**config.mk**
```make
export PLATFORM = sky130hd
export DESIGN_NAME = line_pixel_rasterizer
export DESIGN_NICKNAME = d
export VERILOG_FILES = /design/src/rtl/lpr_pkg.sv /design/src/rtl/line_pixel_rasterizer.sv /design/src/rtl/lpr_front.sv /design/src/rtl/lpr_queue.sv /design/src/rtl/lpr_back.sv
export SDC_FILE = /design/constraint.sdc
export NUM_CORES = 1
export LEC_CHECK = 0
export ABC_AREA = 1
export CAP_MARGIN = 10
export CELL_PAD_IN_SITES_DETAIL_PLACEMENT = 0
export CELL_PAD_IN_SITES_GLOBAL_PLACEMENT = 1
export CORE_ASPECT_RATIO = 1.5
export CORE_MARGIN = 4
export CORE_UTILIZATION = 52
export CTS_BUF_LIST = sky130_fd_sc_hd__clkbuf_8
export DETAILED_ROUTE_END_ITERATION = 16
export DONT_BUFFER_PORTS = 1
export PLACE_DENSITY = 0.86
export SKIP_LAST_GASP = 1
export SLEW_MARGIN = 10
export SYNTH_ARGS = -nofsm -noshare
export SYNTH_HDL_FRONTEND = slang
export SYNTH_SLANG_ARGS = --single-unit
```
**constraint.sdc**
```tcl
create_clock -name clk -period 5.2 [get_ports clk]
set_input_delay 0 -clock clk [delete_from_list [all_inputs] [get_ports clk]]
set_output_delay 0 -clock clk [all_outputs]
set_load 0.01 [all_outputs]
```
**src/rtl/lpr_pkg.sv**
```systemverilog
// ----------------------------------------------------------------------------
// Line pixel rasterizer package
// Shared types and constants for the line request path from the front end,
// through the command queue, to the stepping back end.
// ----------------------------------------------------------------------------
package lpr_pkg;

	localparam int unsigned COORD_W   = 5;
	localparam int unsigned SPAN_W    = 6;
	localparam int unsigned INDEX_W   = 10;
	localparam int unsigned GRID_W    = 6;
	localparam int unsigned QDEPTH    = 2;
	localparam logic [GRID_W-1:0] GRID_RESET = 6'd28;

	typedef logic [COORD_W-1:0] coord_t;

	typedef struct packed {
		coord_t                    origin_x;
		coord_t                    origin_y;
		logic signed [SPAN_W-1:0]  span_x;
		logic signed [SPAN_W-1:0]  span_y;
		coord_t                    step_total;
	} line_cmd_t;

endpackage

```
**src/rtl/line_pixel_rasterizer.sv**
```systemverilog
// ----------------------------------------------------------------------------
// Line pixel rasterizer
// Steps a line between two grid endpoints and emits each point with its
// linear grid index, a clip flag and an end-of-line mark.
//
//  Channel  Signals                                   Direction
//  input    in_valid, in_stall, start_x/y, end_x/y    request in
//  output   out_valid, out_stall, pixel_x/y,          point out
//           pixel_index, inside_res, last
//  config   cfg_wen, cfg_wdata (grid_size)            write only
//
// A line of S steps gives S+1 points, one per cycle while the output is not
// stalled, once the back end has taken the command from the queue in its idle
// state. Reset returns the grid size to 28 and empties the queue.
// A stall on the output holds the stepper; the queue and front register go
// on taking up to three requests meanwhile.
// ----------------------------------------------------------------------------
module line_pixel_rasterizer #(
	parameter int unsigned GRID_MAX = 32
) (
	input  logic                        clk,
	input  logic                        arst_n,
	input  logic                        cfg_wen,
	input  logic [lpr_pkg::GRID_W-1:0]  cfg_wdata,
	input  logic                        in_valid,
	output logic                        in_stall,
	input  lpr_pkg::coord_t             start_x,
	input  lpr_pkg::coord_t             start_y,
	input  lpr_pkg::coord_t             end_x,
	input  lpr_pkg::coord_t             end_y,
	output logic                        out_valid,
	input  logic                        out_stall,
	output lpr_pkg::coord_t             pixel_x,
	output lpr_pkg::coord_t             pixel_y,
	output logic [lpr_pkg::INDEX_W-1:0] pixel_index,
	output logic                        inside_res,
	output logic                        last
);
	import lpr_pkg::*;

	logic      push_valid;
	logic      push_ready;
	line_cmd_t push_cmd;
	logic      cmd_valid;
	logic      cmd_pop;
	line_cmd_t cmd;

	lpr_front u_front (
		.clk       (clk),
		.arst_n    (arst_n),
		.in_valid  (in_valid),
		.in_stall  (in_stall),
		.start_x   (start_x),
		.start_y   (start_y),
		.end_x     (end_x),
		.end_y     (end_y),
		.push_valid(push_valid),
		.push_ready(push_ready),
		.push_cmd  (push_cmd)
	);

	lpr_queue u_queue (
		.clk       (clk),
		.arst_n    (arst_n),
		.push_valid(push_valid),
		.push_ready(push_ready),
		.push_cmd  (push_cmd),
		.pop_valid (cmd_valid),
		.pop       (cmd_pop),
		.pop_cmd   (cmd)
	);

	lpr_back #(
		.GRID_MAX(GRID_MAX)
	) u_back (
		.clk        (clk),
		.arst_n     (arst_n),
		.cfg_wen    (cfg_wen),
		.cfg_wdata  (cfg_wdata),
		.cmd_valid  (cmd_valid),
		.cmd_pop    (cmd_pop),
		.cmd        (cmd),
		.out_valid  (out_valid),
		.out_stall  (out_stall),
		.pixel_x    (pixel_x),
		.pixel_y    (pixel_y),
		.pixel_index(pixel_index),
		.inside_res (inside_res),
		.last       (last)
	);

endmodule

```
**src/rtl/lpr_front.sv**
```systemverilog
// ----------------------------------------------------------------------------
// Line pixel rasterizer front end
// Takes line requests, works out signed spans and the step count, and holds
// the resulting command in one register stage until the queue takes it.
// ----------------------------------------------------------------------------
module lpr_front (
	input  logic               clk,
	input  logic               arst_n,
	input  logic               in_valid,
	output logic               in_stall,
	input  lpr_pkg::coord_t    start_x,
	input  lpr_pkg::coord_t    start_y,
	input  lpr_pkg::coord_t    end_x,
	input  lpr_pkg::coord_t    end_y,
	output logic               push_valid,
	input  logic               push_ready,
	output lpr_pkg::line_cmd_t push_cmd
);
	import lpr_pkg::*;

	logic                     valid_s1;
	line_cmd_t                cmd_s1;
	line_cmd_t                cmd_new;
	logic signed [SPAN_W-1:0] dx;
	logic signed [SPAN_W-1:0] dy;
	logic [SPAN_W-1:0]        abs_x;
	logic [SPAN_W-1:0]        abs_y;
	logic                     accept;
	logic                     push;

	always_comb begin
		dx = $signed({1'b0, end_x}) - $signed({1'b0, start_x});
		dy = $signed({1'b0, end_y}) - $signed({1'b0, start_y});
		abs_x = dx[SPAN_W-1] ? SPAN_W'(-dx) : SPAN_W'(dx);
		abs_y = dy[SPAN_W-1] ? SPAN_W'(-dy) : SPAN_W'(dy);
		cmd_new.origin_x = start_x;
		cmd_new.origin_y = start_y;
		cmd_new.span_x = dx;
		cmd_new.span_y = dy;
		cmd_new.step_total = (abs_x > abs_y) ? abs_x[COORD_W-1:0] : abs_y[COORD_W-1:0];
	end

	assign push       = valid_s1 && push_ready;
	assign in_stall   = valid_s1 && !push_ready;
	assign accept     = in_valid && !in_stall;
	assign push_valid = valid_s1;
	assign push_cmd   = cmd_s1;

	always_ff @(posedge clk or negedge arst_n) begin
		if (!arst_n) begin
			valid_s1 <= 1'b0;
		end else if (accept) begin
			valid_s1 <= 1'b1;
		end else if (push) begin
			valid_s1 <= 1'b0;
		end
	end

	always_ff @(posedge clk) begin
		if (accept) begin
			cmd_s1 <= cmd_new;
		end
	end

endmodule

```
**src/rtl/lpr_queue.sv**
```systemverilog
// ----------------------------------------------------------------------------
// Line pixel rasterizer command queue
// A short first-in first-out buffer of line commands between front and back.
// ----------------------------------------------------------------------------
module lpr_queue (
	input  logic               clk,
	input  logic               arst_n,
	input  logic               push_valid,
	output logic               push_ready,
	input  lpr_pkg::line_cmd_t push_cmd,
	output logic               pop_valid,
	input  logic               pop,
	output lpr_pkg::line_cmd_t pop_cmd
);
	import lpr_pkg::*;

	localparam int unsigned PTR_W = $clog2(QDEPTH);
	localparam int unsigned CNT_W = $clog2(QDEPTH + 1);

	line_cmd_t        entry_q [QDEPTH];
	logic [PTR_W-1:0] wr_ptr_q;
	logic [PTR_W-1:0] rd_ptr_q;
	logic [CNT_W-1:0] count_q;
	logic             do_push;
	logic             do_pop;

	assign push_ready = (count_q != CNT_W'(QDEPTH));
	assign pop_valid  = (count_q != '0);
	assign do_push    = push_valid && push_ready;
	assign do_pop     = pop && pop_valid;
	assign pop_cmd    = entry_q[rd_ptr_q];

	always_ff @(posedge clk or negedge arst_n) begin
		if (!arst_n) begin
			wr_ptr_q <= '0;
			rd_ptr_q <= '0;
			count_q  <= '0;
		end else begin
			if (do_push) begin
				wr_ptr_q <= (wr_ptr_q == PTR_W'(QDEPTH - 1)) ? '0 : wr_ptr_q + 1'b1;
			end
			if (do_pop) begin
				rd_ptr_q <= (rd_ptr_q == PTR_W'(QDEPTH - 1)) ? '0 : rd_ptr_q + 1'b1;
			end
			if (do_push && !do_pop) begin
				count_q <= count_q + 1'b1;
			end else if (do_pop && !do_push) begin
				count_q <= count_q - 1'b1;
			end
		end
	end

	always_ff @(posedge clk) begin
		if (do_push) begin
			entry_q[wr_ptr_q] <= push_cmd;
		end
	end

endmodule

```
**src/rtl/lpr_back.sv**
```systemverilog
// ----------------------------------------------------------------------------
// Line pixel rasterizer back end
// Walks one line command step by step with an exact quotient and remainder
// per axis, clips each point against the grid and registers the result.
// ----------------------------------------------------------------------------
module lpr_back #(
	parameter int unsigned GRID_MAX = 32
) (
	input  logic                      clk,
	input  logic                      arst_n,
	input  logic                      cfg_wen,
	input  logic [lpr_pkg::GRID_W-1:0] cfg_wdata,
	input  logic                      cmd_valid,
	output logic                      cmd_pop,
	input  lpr_pkg::line_cmd_t        cmd,
	output logic                      out_valid,
	input  logic                      out_stall,
	output lpr_pkg::coord_t           pixel_x,
	output lpr_pkg::coord_t           pixel_y,
	output logic [lpr_pkg::INDEX_W-1:0] pixel_index,
	output logic                      inside_res,
	output logic                      last
);
	import lpr_pkg::*;

	typedef enum logic [1:0] {
		ST_IDLE = 2'b01,
		ST_RUN  = 2'b10
	} back_state_t;

	localparam logic [6:0] GMAX = 7'(GRID_MAX);

	back_state_t              state_q;
	logic [GRID_W-1:0]        grid_size_q;
	logic                     out_valid_q;
	coord_t                   qx_q;
	coord_t                   qy_q;
	coord_t                   rx_q;
	coord_t                   ry_q;
	coord_t                   step_q;
	coord_t                   total_q;
	logic signed [SPAN_W-1:0] dx_q;
	logic signed [SPAN_W-1:0] dy_q;
	coord_t                   px_q;
	coord_t                   py_q;
	logic [INDEX_W-1:0]       index_q;
	logic                     inside_q;
	logic                     last_q;

	logic       advance;
	logic       at_last;
	logic [6:0] grid_eff;
	logic       in_grid;
	logic [11:0] index_full;
	logic [9:0] next_x;
	logic [9:0] next_y;

	function automatic logic [9:0] dda_next(input coord_t q, input coord_t r,
		input logic signed [SPAN_W-1:0] d, input coord_t s);
		logic signed [6:0] sum;
		logic signed [6:0] s7;
		logic signed [6:0] diff;
		logic signed [6:0] wrap;
		coord_t nq;
		coord_t nr;
		s7   = $signed({2'b00, s});
		sum  = $signed({2'b00, r}) + $signed({d[SPAN_W-1], d});
		diff = sum - s7;
		wrap = sum + s7;
		nq   = q;
		nr   = sum[COORD_W-1:0];
		if (!d[SPAN_W-1] && (sum >= s7)) begin
			nq = q + 1'b1;
			nr = diff[COORD_W-1:0];
		end else if (d[SPAN_W-1] && sum[6]) begin
			nq = q - 1'b1;
			nr = wrap[COORD_W-1:0];
		end
		return {nq, nr};
	endfunction

	assign cmd_pop = (state_q == ST_IDLE) && cmd_valid;
	assign advance = (state_q == ST_RUN) && (!out_valid_q || !out_stall);
	assign at_last = (step_q == total_q);

	always_comb begin
		grid_eff   = ({1'b0, grid_size_q} > GMAX) ? GMAX : {1'b0, grid_size_q};
		in_grid    = ({2'b00, qx_q} < grid_eff) && ({2'b00, qy_q} < grid_eff);
		index_full = 12'(qy_q) * 12'(grid_eff) + 12'(qx_q);
		next_x     = dda_next(qx_q, rx_q, dx_q, total_q);
		next_y     = dda_next(qy_q, ry_q, dy_q, total_q);
	end

	always_ff @(posedge clk or negedge arst_n) begin
		if (!arst_n) begin
			state_q     <= ST_IDLE;
			grid_size_q <= GRID_RESET;
			out_valid_q <= 1'b0;
		end else begin
			if (cfg_wen) begin
				grid_size_q <= cfg_wdata;
			end
			unique case (state_q)
				ST_IDLE: begin
					if (cmd_valid) begin
						state_q <= ST_RUN;
					end
				end
				ST_RUN: begin
					if (advance && at_last) begin
						state_q <= ST_IDLE;
					end
				end
				default: begin
					state_q <= ST_IDLE;
				end
			endcase
			if (advance) begin
				out_valid_q <= 1'b1;
			end else if (!out_stall) begin
				out_valid_q <= 1'b0;
			end
		end
	end

	always_ff @(posedge clk) begin
		if (cmd_pop) begin
			qx_q    <= cmd.origin_x;
			qy_q    <= cmd.origin_y;
			rx_q    <= '0;
			ry_q    <= '0;
			dx_q    <= cmd.span_x;
			dy_q    <= cmd.span_y;
			total_q <= cmd.step_total;
			step_q  <= '0;
		end else if (advance) begin
			qx_q   <= next_x[9:5];
			rx_q   <= next_x[4:0];
			qy_q   <= next_y[9:5];
			ry_q   <= next_y[4:0];
			step_q <= step_q + 1'b1;
		end
		if (advance) begin
			px_q     <= qx_q;
			py_q     <= qy_q;
			inside_q <= in_grid;
			index_q  <= in_grid ? index_full[INDEX_W-1:0] : '0;
			last_q   <= at_last;
		end
	end

	assign out_valid   = out_valid_q;
	assign pixel_x     = px_q;
	assign pixel_y     = py_q;
	assign pixel_index = index_q;
	assign inside_res  = inside_q;
	assign last        = last_q;

endmodule
```
After elaboration in Yosys (flattened, before gate mapping)
Memories as Yosys holds them, arrays and structs flattened.
Index checks and enable logic that the tools add are counted.
- flip-flop bits (word level): 105
- memory bits (writable): 54
- input port bits: 31
- output and inout port bits: 24
- logic and storage cells: 121
- memories kept: 1
- $add $sub $neg: 20
- multiply operators: 1
- $lt $le $gt $ge: 6
- equal/unequal tests: 7
- mux-type cells: 29
- reductions and logical operators: 32
- memory list (name ; words ; width ; read ports ; clocked after memory_dff ; wr ports ; RTL line ; source):
    u_queue.entry_q ; 2 ; 27 ; 1 ; 0 ; 1 ; lpr_queue.sv:20 ; line_cmd_t entry_q [QDEPTH];
- operator list (kind ; count):
    5-bit two-way mux ; 13
    6-bit two-way mux ; 3
    5-bit by 1-bit adder with 5-bit output, second input constant ; 3
    6-bit by 6-bit adder with 7-bit output ; 2
    7-bit by 6-bit greater-or-equal comparator with 1-bit output ; 2
    1-bit logical AND ; 14
    5-bit by 7-bit < comparator with 1-bit output ; 2
    6-bit negator ; 2
    5-bit by 5-bit subtractor with 6-bit output ; 2
    10-bit by 5-bit adder with 10-bit output ; 1
    5-bit adder ; 2
    5-bit by 7-bit multiplier with 10-bit output ; 1
    5-bit by 1-bit subtractor with 5-bit output, second input constant ; 2
    5-bit subtractor ; 2
    1-bit logical NOT ; 8
    1-bit two-way mux ; 8
    2-bit two-way mux ; 4
    2-bit nonzero test ; 4
    6-bit > comparator ; 1
    6-bit > comparator, second input constant ; 1
    2-bit AND reduction ; 3
    3-bit nonzero test ; 2
    5-bit equality test ; 1
    2-bit by 1-bit != test with 1-bit output, second input constant ; 2
    other kinds (8) ; 10

Depth between registers and ports, before layout
Gate-level depths: netlist of run 1.
- depth in word-level cells: 6
- gate-level depth with buffers: 23
- mapped depth without buffers: 23

By module
Synthesis of run 1 repeated with hierarchy kept, for this count alone.
- cells, all modules: 1005
- area total of the unflattened synthesis: 9580.4 µm²
- by module, submodules not included (module ; times used ; cells each ; area an instance (µm²) ; sequential area each (µm²)):
    lpr_back ; 1 ; 624 ; 5486.5 ; 2001.9
    lpr_queue ; 1 ; 169 ; 2227.1 ; 1721.7
    lpr_front ; 1 ; 212 ; 1866.8 ; 835.8

Least setup slack after synthesis of run 1
OpenSTA, ideal clock, no wires.
- kind: register to register
- start point: register u_back.grid_size_q[5]
- end point: register u_back.index_q[8] (netlist: u_back.pixel_index[8]) (data pin)
- library setup time: 261 ps
- data arrival time: 3514 ps
- data required time: 4939 ps
- slack: 1426 ps
- stages on the path, launching flop included: 19
- buffers on the path: 1
- period minus slack after synthesis: 3774 ps
- cell sequence: dfrtp_1 -> buf_2 -> nor2_1 -> inv_1 -> nor2_1 -> fa_1 -> fa_1 -> inv_1 -> fa_1 -> inv_1 -> ha_1 -> nand3_1 -> nand3_1 -> inv_1 -> nor2_1 -> o21ai_0 -> nand2_1 -> nand2_1 -> a21oi_1
- cells in the longest elaborated chain, start to end: 4
- elaborated cells on any way between the ends: 7
- those cells by class: add/sub: 1; mul: 1; order compare: 3; mux: 1; reduce/logical: 1
- RTL lines (what ; RTL line ; source):
    start: declaration ; lpr_back.sv:34 ; logic [GRID_W-1:0] grid_size_q;
    start signal: assignment ; lpr_back.sv:101 ; grid_size_q <= cfg_wdata;
    6-bit > comparator ; lpr_back.sv:87 ; grid_eff = ({1'b0, grid_size_q} > GMAX) ? GMAX : {1'b0, grid_size_q};
    6-bit two-way mux (*) ; lpr_back.sv:87 ;
    5-bit by 7-bit multiplier with 10-bit output / 5-bit by 7-bit < comparator with 1-bit output (equally long branches) ; lpr_back.sv:89, lpr_back.sv:88 ;
    10-bit by 5-bit adder with 10-bit output / 1-bit logical AND (equally long branches) ; lpr_back.sv:89, lpr_back.sv:88 ;
    end signal: assignment ; lpr_back.sv:147 ; index_q <= in_grid ? index_full[INDEX_W-1:0] : '0;
    end: declaration ; lpr_back.sv:46 ; logic [INDEX_W-1:0] index_q;
Mark *: on every way between the ends. The rest lies on a longest branch, timed or not.
A chain may end at the register's enable or synchronous reset.

Final worst setup path of run 1
Same ends and word-level chain as after synthesis.

==> results of run 1 <==
==> kinds of logic (layout without fill, tap and decap cells) <==
logic type      after synthesis  count (layout)  synth area share (%)
mux                           1               1                 0.121
buf+inv                     163             210                  6.64
fa+ha+maj                   113             113                  17.2
flops                       159             159                  48.8
compound gates               96              96                  5.38
xor+xnor                     28              28                  2.87
simple gates                416             416                  19.0
==> sequential cells by signal, summed over array words and instances (netlist names), 2 cells and up <==
signal	cells
u_back.qy_q	5
u_back.step_q	5
u_back.grid_size_q	6
u_back.qx_q	5
u_queue.count_q	2
u_back.dx_q	6
u_back.pixel_index	10
u_back.pixel_y	5
u_back.rx_q	5
u_queue.entry_q	54
u_back.total_q	5
u_back.pixel_x	5
u_back.state_q	2
u_back.ry_q	5
u_front.push_cmd	27
u_back.dy_q	6
==> path summary, 6_finish.rpt <==
path | start | end | depth (start not counted)
setup reg to reg | u_back.grid_size_q[5]$_DFFE_PN0P_ | u_back.pixel_index[8]$_SDFFCE_PN0P_ | 17
min in group clk | end_x[4] | u_front.push_cmd[15]$_DFFE_PP_ | 2
hold / removal | arst_n | u_back.grid_size_q[1]$_DFFE_PN0P_ | 1
max in group asynchronous | arst_n | u_back.out_valid$_DFFE_PN0P_ | 1
hold reg to reg | u_front.push_cmd[19]$_DFFE_PP_ | u_queue.entry_q[1][19]$_DFFE_PP_ | 0
setup / recovery | u_back.grid_size_q[5]$_DFFE_PN0P_ | u_back.pixel_index[8]$_SDFFCE_PN0P_ | 17
==> synthesized netlist by cell type (2+ instances only) <==
master	number
nand3_1	57
or2_2	5
dfrtp_1	10
nor2_2	3
nor3b_1	2
fa_1	26
ha_1	87
dfstp_2	4
nand2_1	245
xnor2_1	9
nand3b_1	5
a21o_1	2
xor2_1	16
o21ai_0	33
o21ai_1	3
buf_1	2
xor2_2	3
a21oi_1	48
inv_2	4
dfxtp_1	15
nor2_1	74
o211ai_1	2
nor3_1	6
inv_1	144
nand4_1	7
edfxtp_1	130
or2_4	2
nand3_4	2
o22ai_1	2
buf_2	7
a31oi_1	5
clkbuf_1	5
nand2_2	4
==> per-stage QoR <==
stage          cell area (um^2)  instances  worst slack (ns)
2_1_floorplan              9340        976              1.43
4_1_cts                   10200       1236              1.16
5_1_grt                   10200       1236             0.817
6_report                  10200       1236              1.17
3_5_place_dp               9600       1181              1.17
3_3_place_gp               9600       1181              1.24
==> layout make-up <==
class,count,area share (%)
flip-flops and latches,159,44.6
inverters,149,5.47
well taps,213,2.61
repair buffers,29,2.69
multi-input cells,654,40.9
clock inverters,15,1.45
clock buffers,17,2.29
==> layer usage <==
metal	vias up	track usage, %	share of wire [%]	wire length (um)
li1	3269	-	-	-
met5	-	0	0	0
met2	118	36.9	55	10000
met1	2925	21.4	40	7310
met3	31	3.99	3.1	565
met4	0	7.45	2.7	490
==> repair_timing <==
item	CTS	global route
hold buffers	23	0
buffers inserted	0	0
hold endpoints to repair	36	0
==> results.md, run 1 <==
- Gr usage total: 19.4%
- Worst-path clk slew: 0.09 ns
- H-tree level count: 4
- Worst reg-to-reg setup slack: 1.17 ns
- Pre-antenna DRT Iters: 5
- Total number of vias: 6343
- Synth area leader: edfxtp_1
- Critical path class: flip-flop to flip-flop
- Tightest Hold Check Type: input port to async pin
- Period utilisation layout: 77.4%
- Row count: 59
- Top post-synthesis cells by area: edfxtp_1 42%, ha_1 12%, nand2_1 9.8%, inv_1 5.8%, fa_1 5.6%
- CTS Sinks: 159
- Layout Nets: 1154
- Die extent in y: 172 um
- Placeable Area: 17500 um^2
- Syn Area/Cell: 9.57 um^2
- Commonest non-fill, non-tap cell in the layout: nand2_1
- Io pins: 55
- HPWL Detailed: 14000 um
- Syn-to-layout area delta: 9.33%
- Bufs on Longest Clock Path: 2
- Global route overflow: 0
- # resized after CTS: 0
- Max Fclk: 248 MHz
- Largest net degree at the start of global routing: 43
- CP Buf/Inv Count: 4
- Relative slew slack: 26.3%
- Status: finished clean
- Tightest Pin Transition: 1.10 ns
- Vias per inst: 5.13
- Seq cells post-synth: 159
- Layout cells sized above 1: 6.55%
- Antenna violations before repair: 0
- Die area: 20200 um^2
- CP max-delay cell: dfrtp_1
- Vias in the first global route: 6368
- Multi-input logic area: 4170 um^2
- Antenna fix cells: 0
- Layout Utilization: 58.4%
- Distinct cells, synth: 40
- DRC viols: 0
- Req. time, crit path: 5.40 ns
- Ys Warns: 0
- Routed WL per cell: 14.9 um
- CP Launch Type: flip-flop
- Critical Path, Cell by Cell: nor2_1, inv_1, nor2_1, fa_1, fa_1, inv_1, fa_1, inv_1, ha_1, nand2_1, nand3_1, inv_1, nor2_1, o21ai_0, nand2_1, nand2_1, a21oi_1
- Critical path's top delay family: adder cells
- Largest stage delay on the critical path: 0.55 ns
- Mapped Area: 9340 um^2
- Asr flop ratio synth: 8.81%
- RSZ-0062 raised after global routing: no
- Filler instances: 1521
- Final setup vio count: 0
- Top_reg_cell synth: edfxtp_1
- CTS tree: done
- Clock skew: 0.0110 ns
- Crit path top cell by count: inv_1
- Initial Utilization: 53.4%
- Routability cong.: 0.901
- Drt total wl: 18400 um
- Fin. max-slew vios: 0
- 1st-iter DRT viols: 302
- Max FO, Critical Path: 14
- Synth top area share: 41.8%
- WP data arrival: 4.23 ns
- TritonCTS buffer count: 17
- Commonest cells after routing, fill and taps aside: 245 x nand2_1, 148 x inv_1, 130 x edfxtp_1
- Post-synthesis sequential area ratio: 48.8%
- Post-synth EDFFs: 130
- Setup crit end kind: flip-flop
- Synthesized netlist cell count: 976
- Hold Slack: 0.0228 ns
- Register Area: 4560 um^2
- Total Neg Setup Slack: 0 ns
- PortBufs: 0
- Fin crit period: 4.03 ns
- Net Count, Synth: 1120
- Antenna-violating nets left: 0
- CTS root buf: clkbuf_8
- Die W: 117 um
- Final hold viol count: 0
- First-pass GRT wire length: 30800 um
- Maxcap violations: 0
- Skew-Pair Late Insertion Delay: 0.45 ns
Power of run 1 is not shown: default switching activity piles up to over one toggle a cycle in this logic, so the estimate is an artifact.
==> run 2, diff against run 1 <==
clock period = 3.94 ns   (was 5.2 ns; I/O delays follow)
==> run 2 against run 1 <==
Non-clock buffer count grew 23; clock skew grew 0.0079 ns; setup slack lost 0.98 ns; die area is the same; critical path depth shrank 1; clock-buffer cell count is the same; final cell count grew 1.9%; maximum frequency grew 7.6%; register-to-register slack lost 0.98 ns; wire length grew 2.2%; critical endpoint is now u_back.pixel_index[7]$_SDFFCE_PN0P_.
==> results.md, run 2 (synthesis gave the netlist of run 1 again) <==
- Setup crit end kind: flip-flop (unchanged)
- CTS Sinks: 159 (unchanged)
- Total setup buffers inserted after CTS: 0 (unchanged)
- Gr usage total: 19.6% (was 19.4%)
- Tightest Pin Transition: 1.08 ns (was 1.10 ns)
- Placeable Area: 17500 um^2 (unchanged)
- Clock skew: 0.0189 ns (was 0.0110 ns)
- TritonCTS buffer count: 17 (unchanged)
- Worst-path clk slew: 0.11 ns (was 0.09 ns)
- Tightest Hold Check Type: input port to async pin (unchanged)
- Period utilisation layout: 95.0% (was 77.4%)
- Row count: 59 (unchanged)
- Final setup vio count: 0 (unchanged)
- Largest reg by FF count: u_queue.entry_q (unchanged)
- Layout Nets: 1177 (was 1154)
- Critical path class: flip-flop to flip-flop (unchanged)
- Antenna fix cells: 0 (unchanged)
- Die extent in y: 172 um (unchanged)
- Non-Filler Instances: 1259 (was 1236)
- Worst reg-to-reg setup slack: 0.20 ns (was 1.17 ns)
- Die W: 117 um (unchanged)
- Routed WL per cell: 14.9 um (about the same)
- Initial Utilization: 53.4% (unchanged)
- CP max-delay cell: fa_1 (was dfrtp_1)
- Maxcap violations: 0 (unchanged)
- H-tree level count: 4 (unchanged)
- DRC viols: 0 (unchanged)
- Pre-antenna DRT Iters: 5 (unchanged)
- Layout cells sized above 1: 10.1% (was 6.55%)
- HPWL Detailed: 14600 um (was 14000 um)
- Antenna-violating nets left: 0 (unchanged)
- Layout Utilization: 60.0% (was 58.4%)
- Status: finished clean (unchanged)
- Routability cong.: 0.878 (was 0.901)
- Vias per inst: 5.13 (about the same)
- Fin. max-slew vios: 0 (unchanged)
- Critical path's top delay family: adder cells (unchanged)
- Commonest non-fill, non-tap cell in the layout: nand2_1 (unchanged)
- Max Fclk: 267 MHz (was 248 MHz)
- Die area: 20200 um^2 (unchanged)
- Max FO, Critical Path: 4 (was 14)
- First-pass GRT wire length: 31400 um (was 30800 um)
- Largest stage delay on the critical path: 0.54 ns (was 0.55 ns)
- Fin crit period: 3.74 ns (was 4.03 ns)
- Final hold viol count: 0 (unchanged)
- Relative slew slack: 28.0% (was 26.3%)
- 1st-iter DRT viols: 298 (was 302)
- Req. time, crit path: 4.15 ns (was 5.40 ns)
- FF-to-FF Start: u_back.grid_size_q[2]$_DFFE_PN1P_ (was u_back.grid_size_q[5]$_DFFE_PN0P_)
- Placed Cells: 1204 (was 1181)
- CTS root buf: clkbuf_8 (unchanged)
- WP data arrival: 3.95 ns (was 4.23 ns)
- Total number of vias: 6463 (was 6343)
- Vias in the first global route: 6563 (was 6368)
- Global route overflow: 0 (unchanged)
- CP Launch Type: flip-flop (unchanged)
- Drt total wl: 18800 um (was 18400 um)
- Bufs on Longest Clock Path: 2 (unchanged)
- Critical Path, Cell by Cell: inv_1, nor2_2, ha_1, inv_1, fa_1, fa_1, fa_1, inv_1, ha_4, a21oi_1, nand2_2, nand2_1, nand2_1, a21oi_1, or2_2, a21oi_1 (was nor2_1, inv_1, nor2_1, fa_1, fa_1, inv_1, fa_1, inv_1, ha_1, nand2_1, nand3_1, inv_1, nor2_1, o21ai_0, nand2_1, nand2_1, a21oi_1)
- RSZ-0062 raised after global routing: yes (was no)
- Commonest cells after routing, fill and taps aside: 244 x nand2_1, 144 x inv_1, 130 x edfxtp_1 (was 245 x nand2_1, 148 x inv_1, 130 x edfxtp_1)
- Skew-Pair Late Insertion Delay: 0.46 ns (was 0.45 ns)
- Reg-to-reg endpoint: u_back.pixel_index[7]$_SDFFCE_PN0P_ (was u_back.pixel_index[8]$_SDFFCE_PN0P_)
- Reg2Reg Depth: 16 (was 17)
- CP Buf/Inv Count: 3 (was 4)
- Syn-to-layout area delta: 12.3% (was 9.33%)
- PortBufs: 0 (unchanged)
- Setup slack after layout: 0.198 ns (was 1.17 ns)
- Largest net degree at the start of global routing: 42 (was 43)
- CTS tree: done (unchanged)
- Max reg flops: 54 (unchanged)
- Pre-CTS setup slack: -0.0182 ns (was 1.17 ns)
- Io pins: 55 (unchanged)
- Antenna violations before repair: 0 (unchanged)
[run 2: changes by cell type in the layout (fill, tap and decap cells not counted), moves of 3 or more]
cell,delta
clkinv_8,+5
ha_1,-4
nor2_2,+3
nor2_1,-3
buf_4,+23
ha_4,+4
o21ai_0,-4
inv_1,-4
[run 2: area by class of cell]
class	count	area (um^2)
Clock buffer	17	234
Clock inverter	15	171
Fill cell	1461	7000
Inverter	149	559
Multi-Input combinational cell	654	4260
Sequential cell	159	4560
Tap cell	213	267
Timing Repair Buffer	52	448
[run 2: worst max-delay path by stage]
stage                                     endpoint  depth (start not counted)  slack [ns]                               from
3_5_place_dp   u_back.pixel_index[8]$_SDFFCE_PN0P_                         18       -0.02  u_back.grid_size_q[2]$_DFFE_PN1P_
2_1_floorplan  u_back.pixel_index[8]$_SDFFCE_PN0P_                         18        0.17  u_back.grid_size_q[5]$_DFFE_PN0P_
6_report       u_back.pixel_index[7]$_SDFFCE_PN0P_                         16        0.20  u_back.grid_size_q[2]$_DFFE_PN1P_
3_3_place_gp   u_back.pixel_index[8]$_SDFFCE_PN0P_                         18        0.11  u_back.grid_size_q[2]$_DFFE_PN1P_
5_1_grt        u_back.pixel_index[7]$_SDFFCE_PN0P_                         16       -0.03  u_back.grid_size_q[2]$_DFFE_PN1P_
4_1_cts        u_back.pixel_index[8]$_SDFFCE_PN0P_                         20        0.04  u_back.grid_size_q[2]$_DFFE_PN1P_
[run 2: repair_timing]
action,CTS,global route
hold endpoints to repair,37,0
endpoints found under the setup margin,1,5
gates resized for setup,1,16
pin swaps,0,4
hold buffers,23,0
[run 2: routing by layer]
metal	wire length [um]	up-vias	GRT usage, %
li1	-	3320	-
met1	7470	2990	21.0
met2	10200	114	38.0
met3	493	39	3.27
met4	622	0	8.21
met5	0	-	0
[run 2: worst register-to-register path: cells and delay by family (launching register included)]
kind                       cells  cell delay [ns]
adders and majority gates      5             1.94
DFF                            1             0.52
and+or+nand+nor                5             0.50
AOI/OAI and AO/OA              3             0.37
buffers and inverters          3             0.18
[run 2: through the flow]
stage	area (um^2)	TNS, ns	hold slack [ns]
3_5_place_dp	9780	-0.0182	-0.295
5_1_grt	10500	-0.0337	0.0143
2_1_floorplan	9340	0	-0.296
6_report	10500	0	0.0370
4_1_cts	10400	0	0.0187
3_3_place_gp	9780	0	-0.295
Power of run 2 is left out for the same reason.
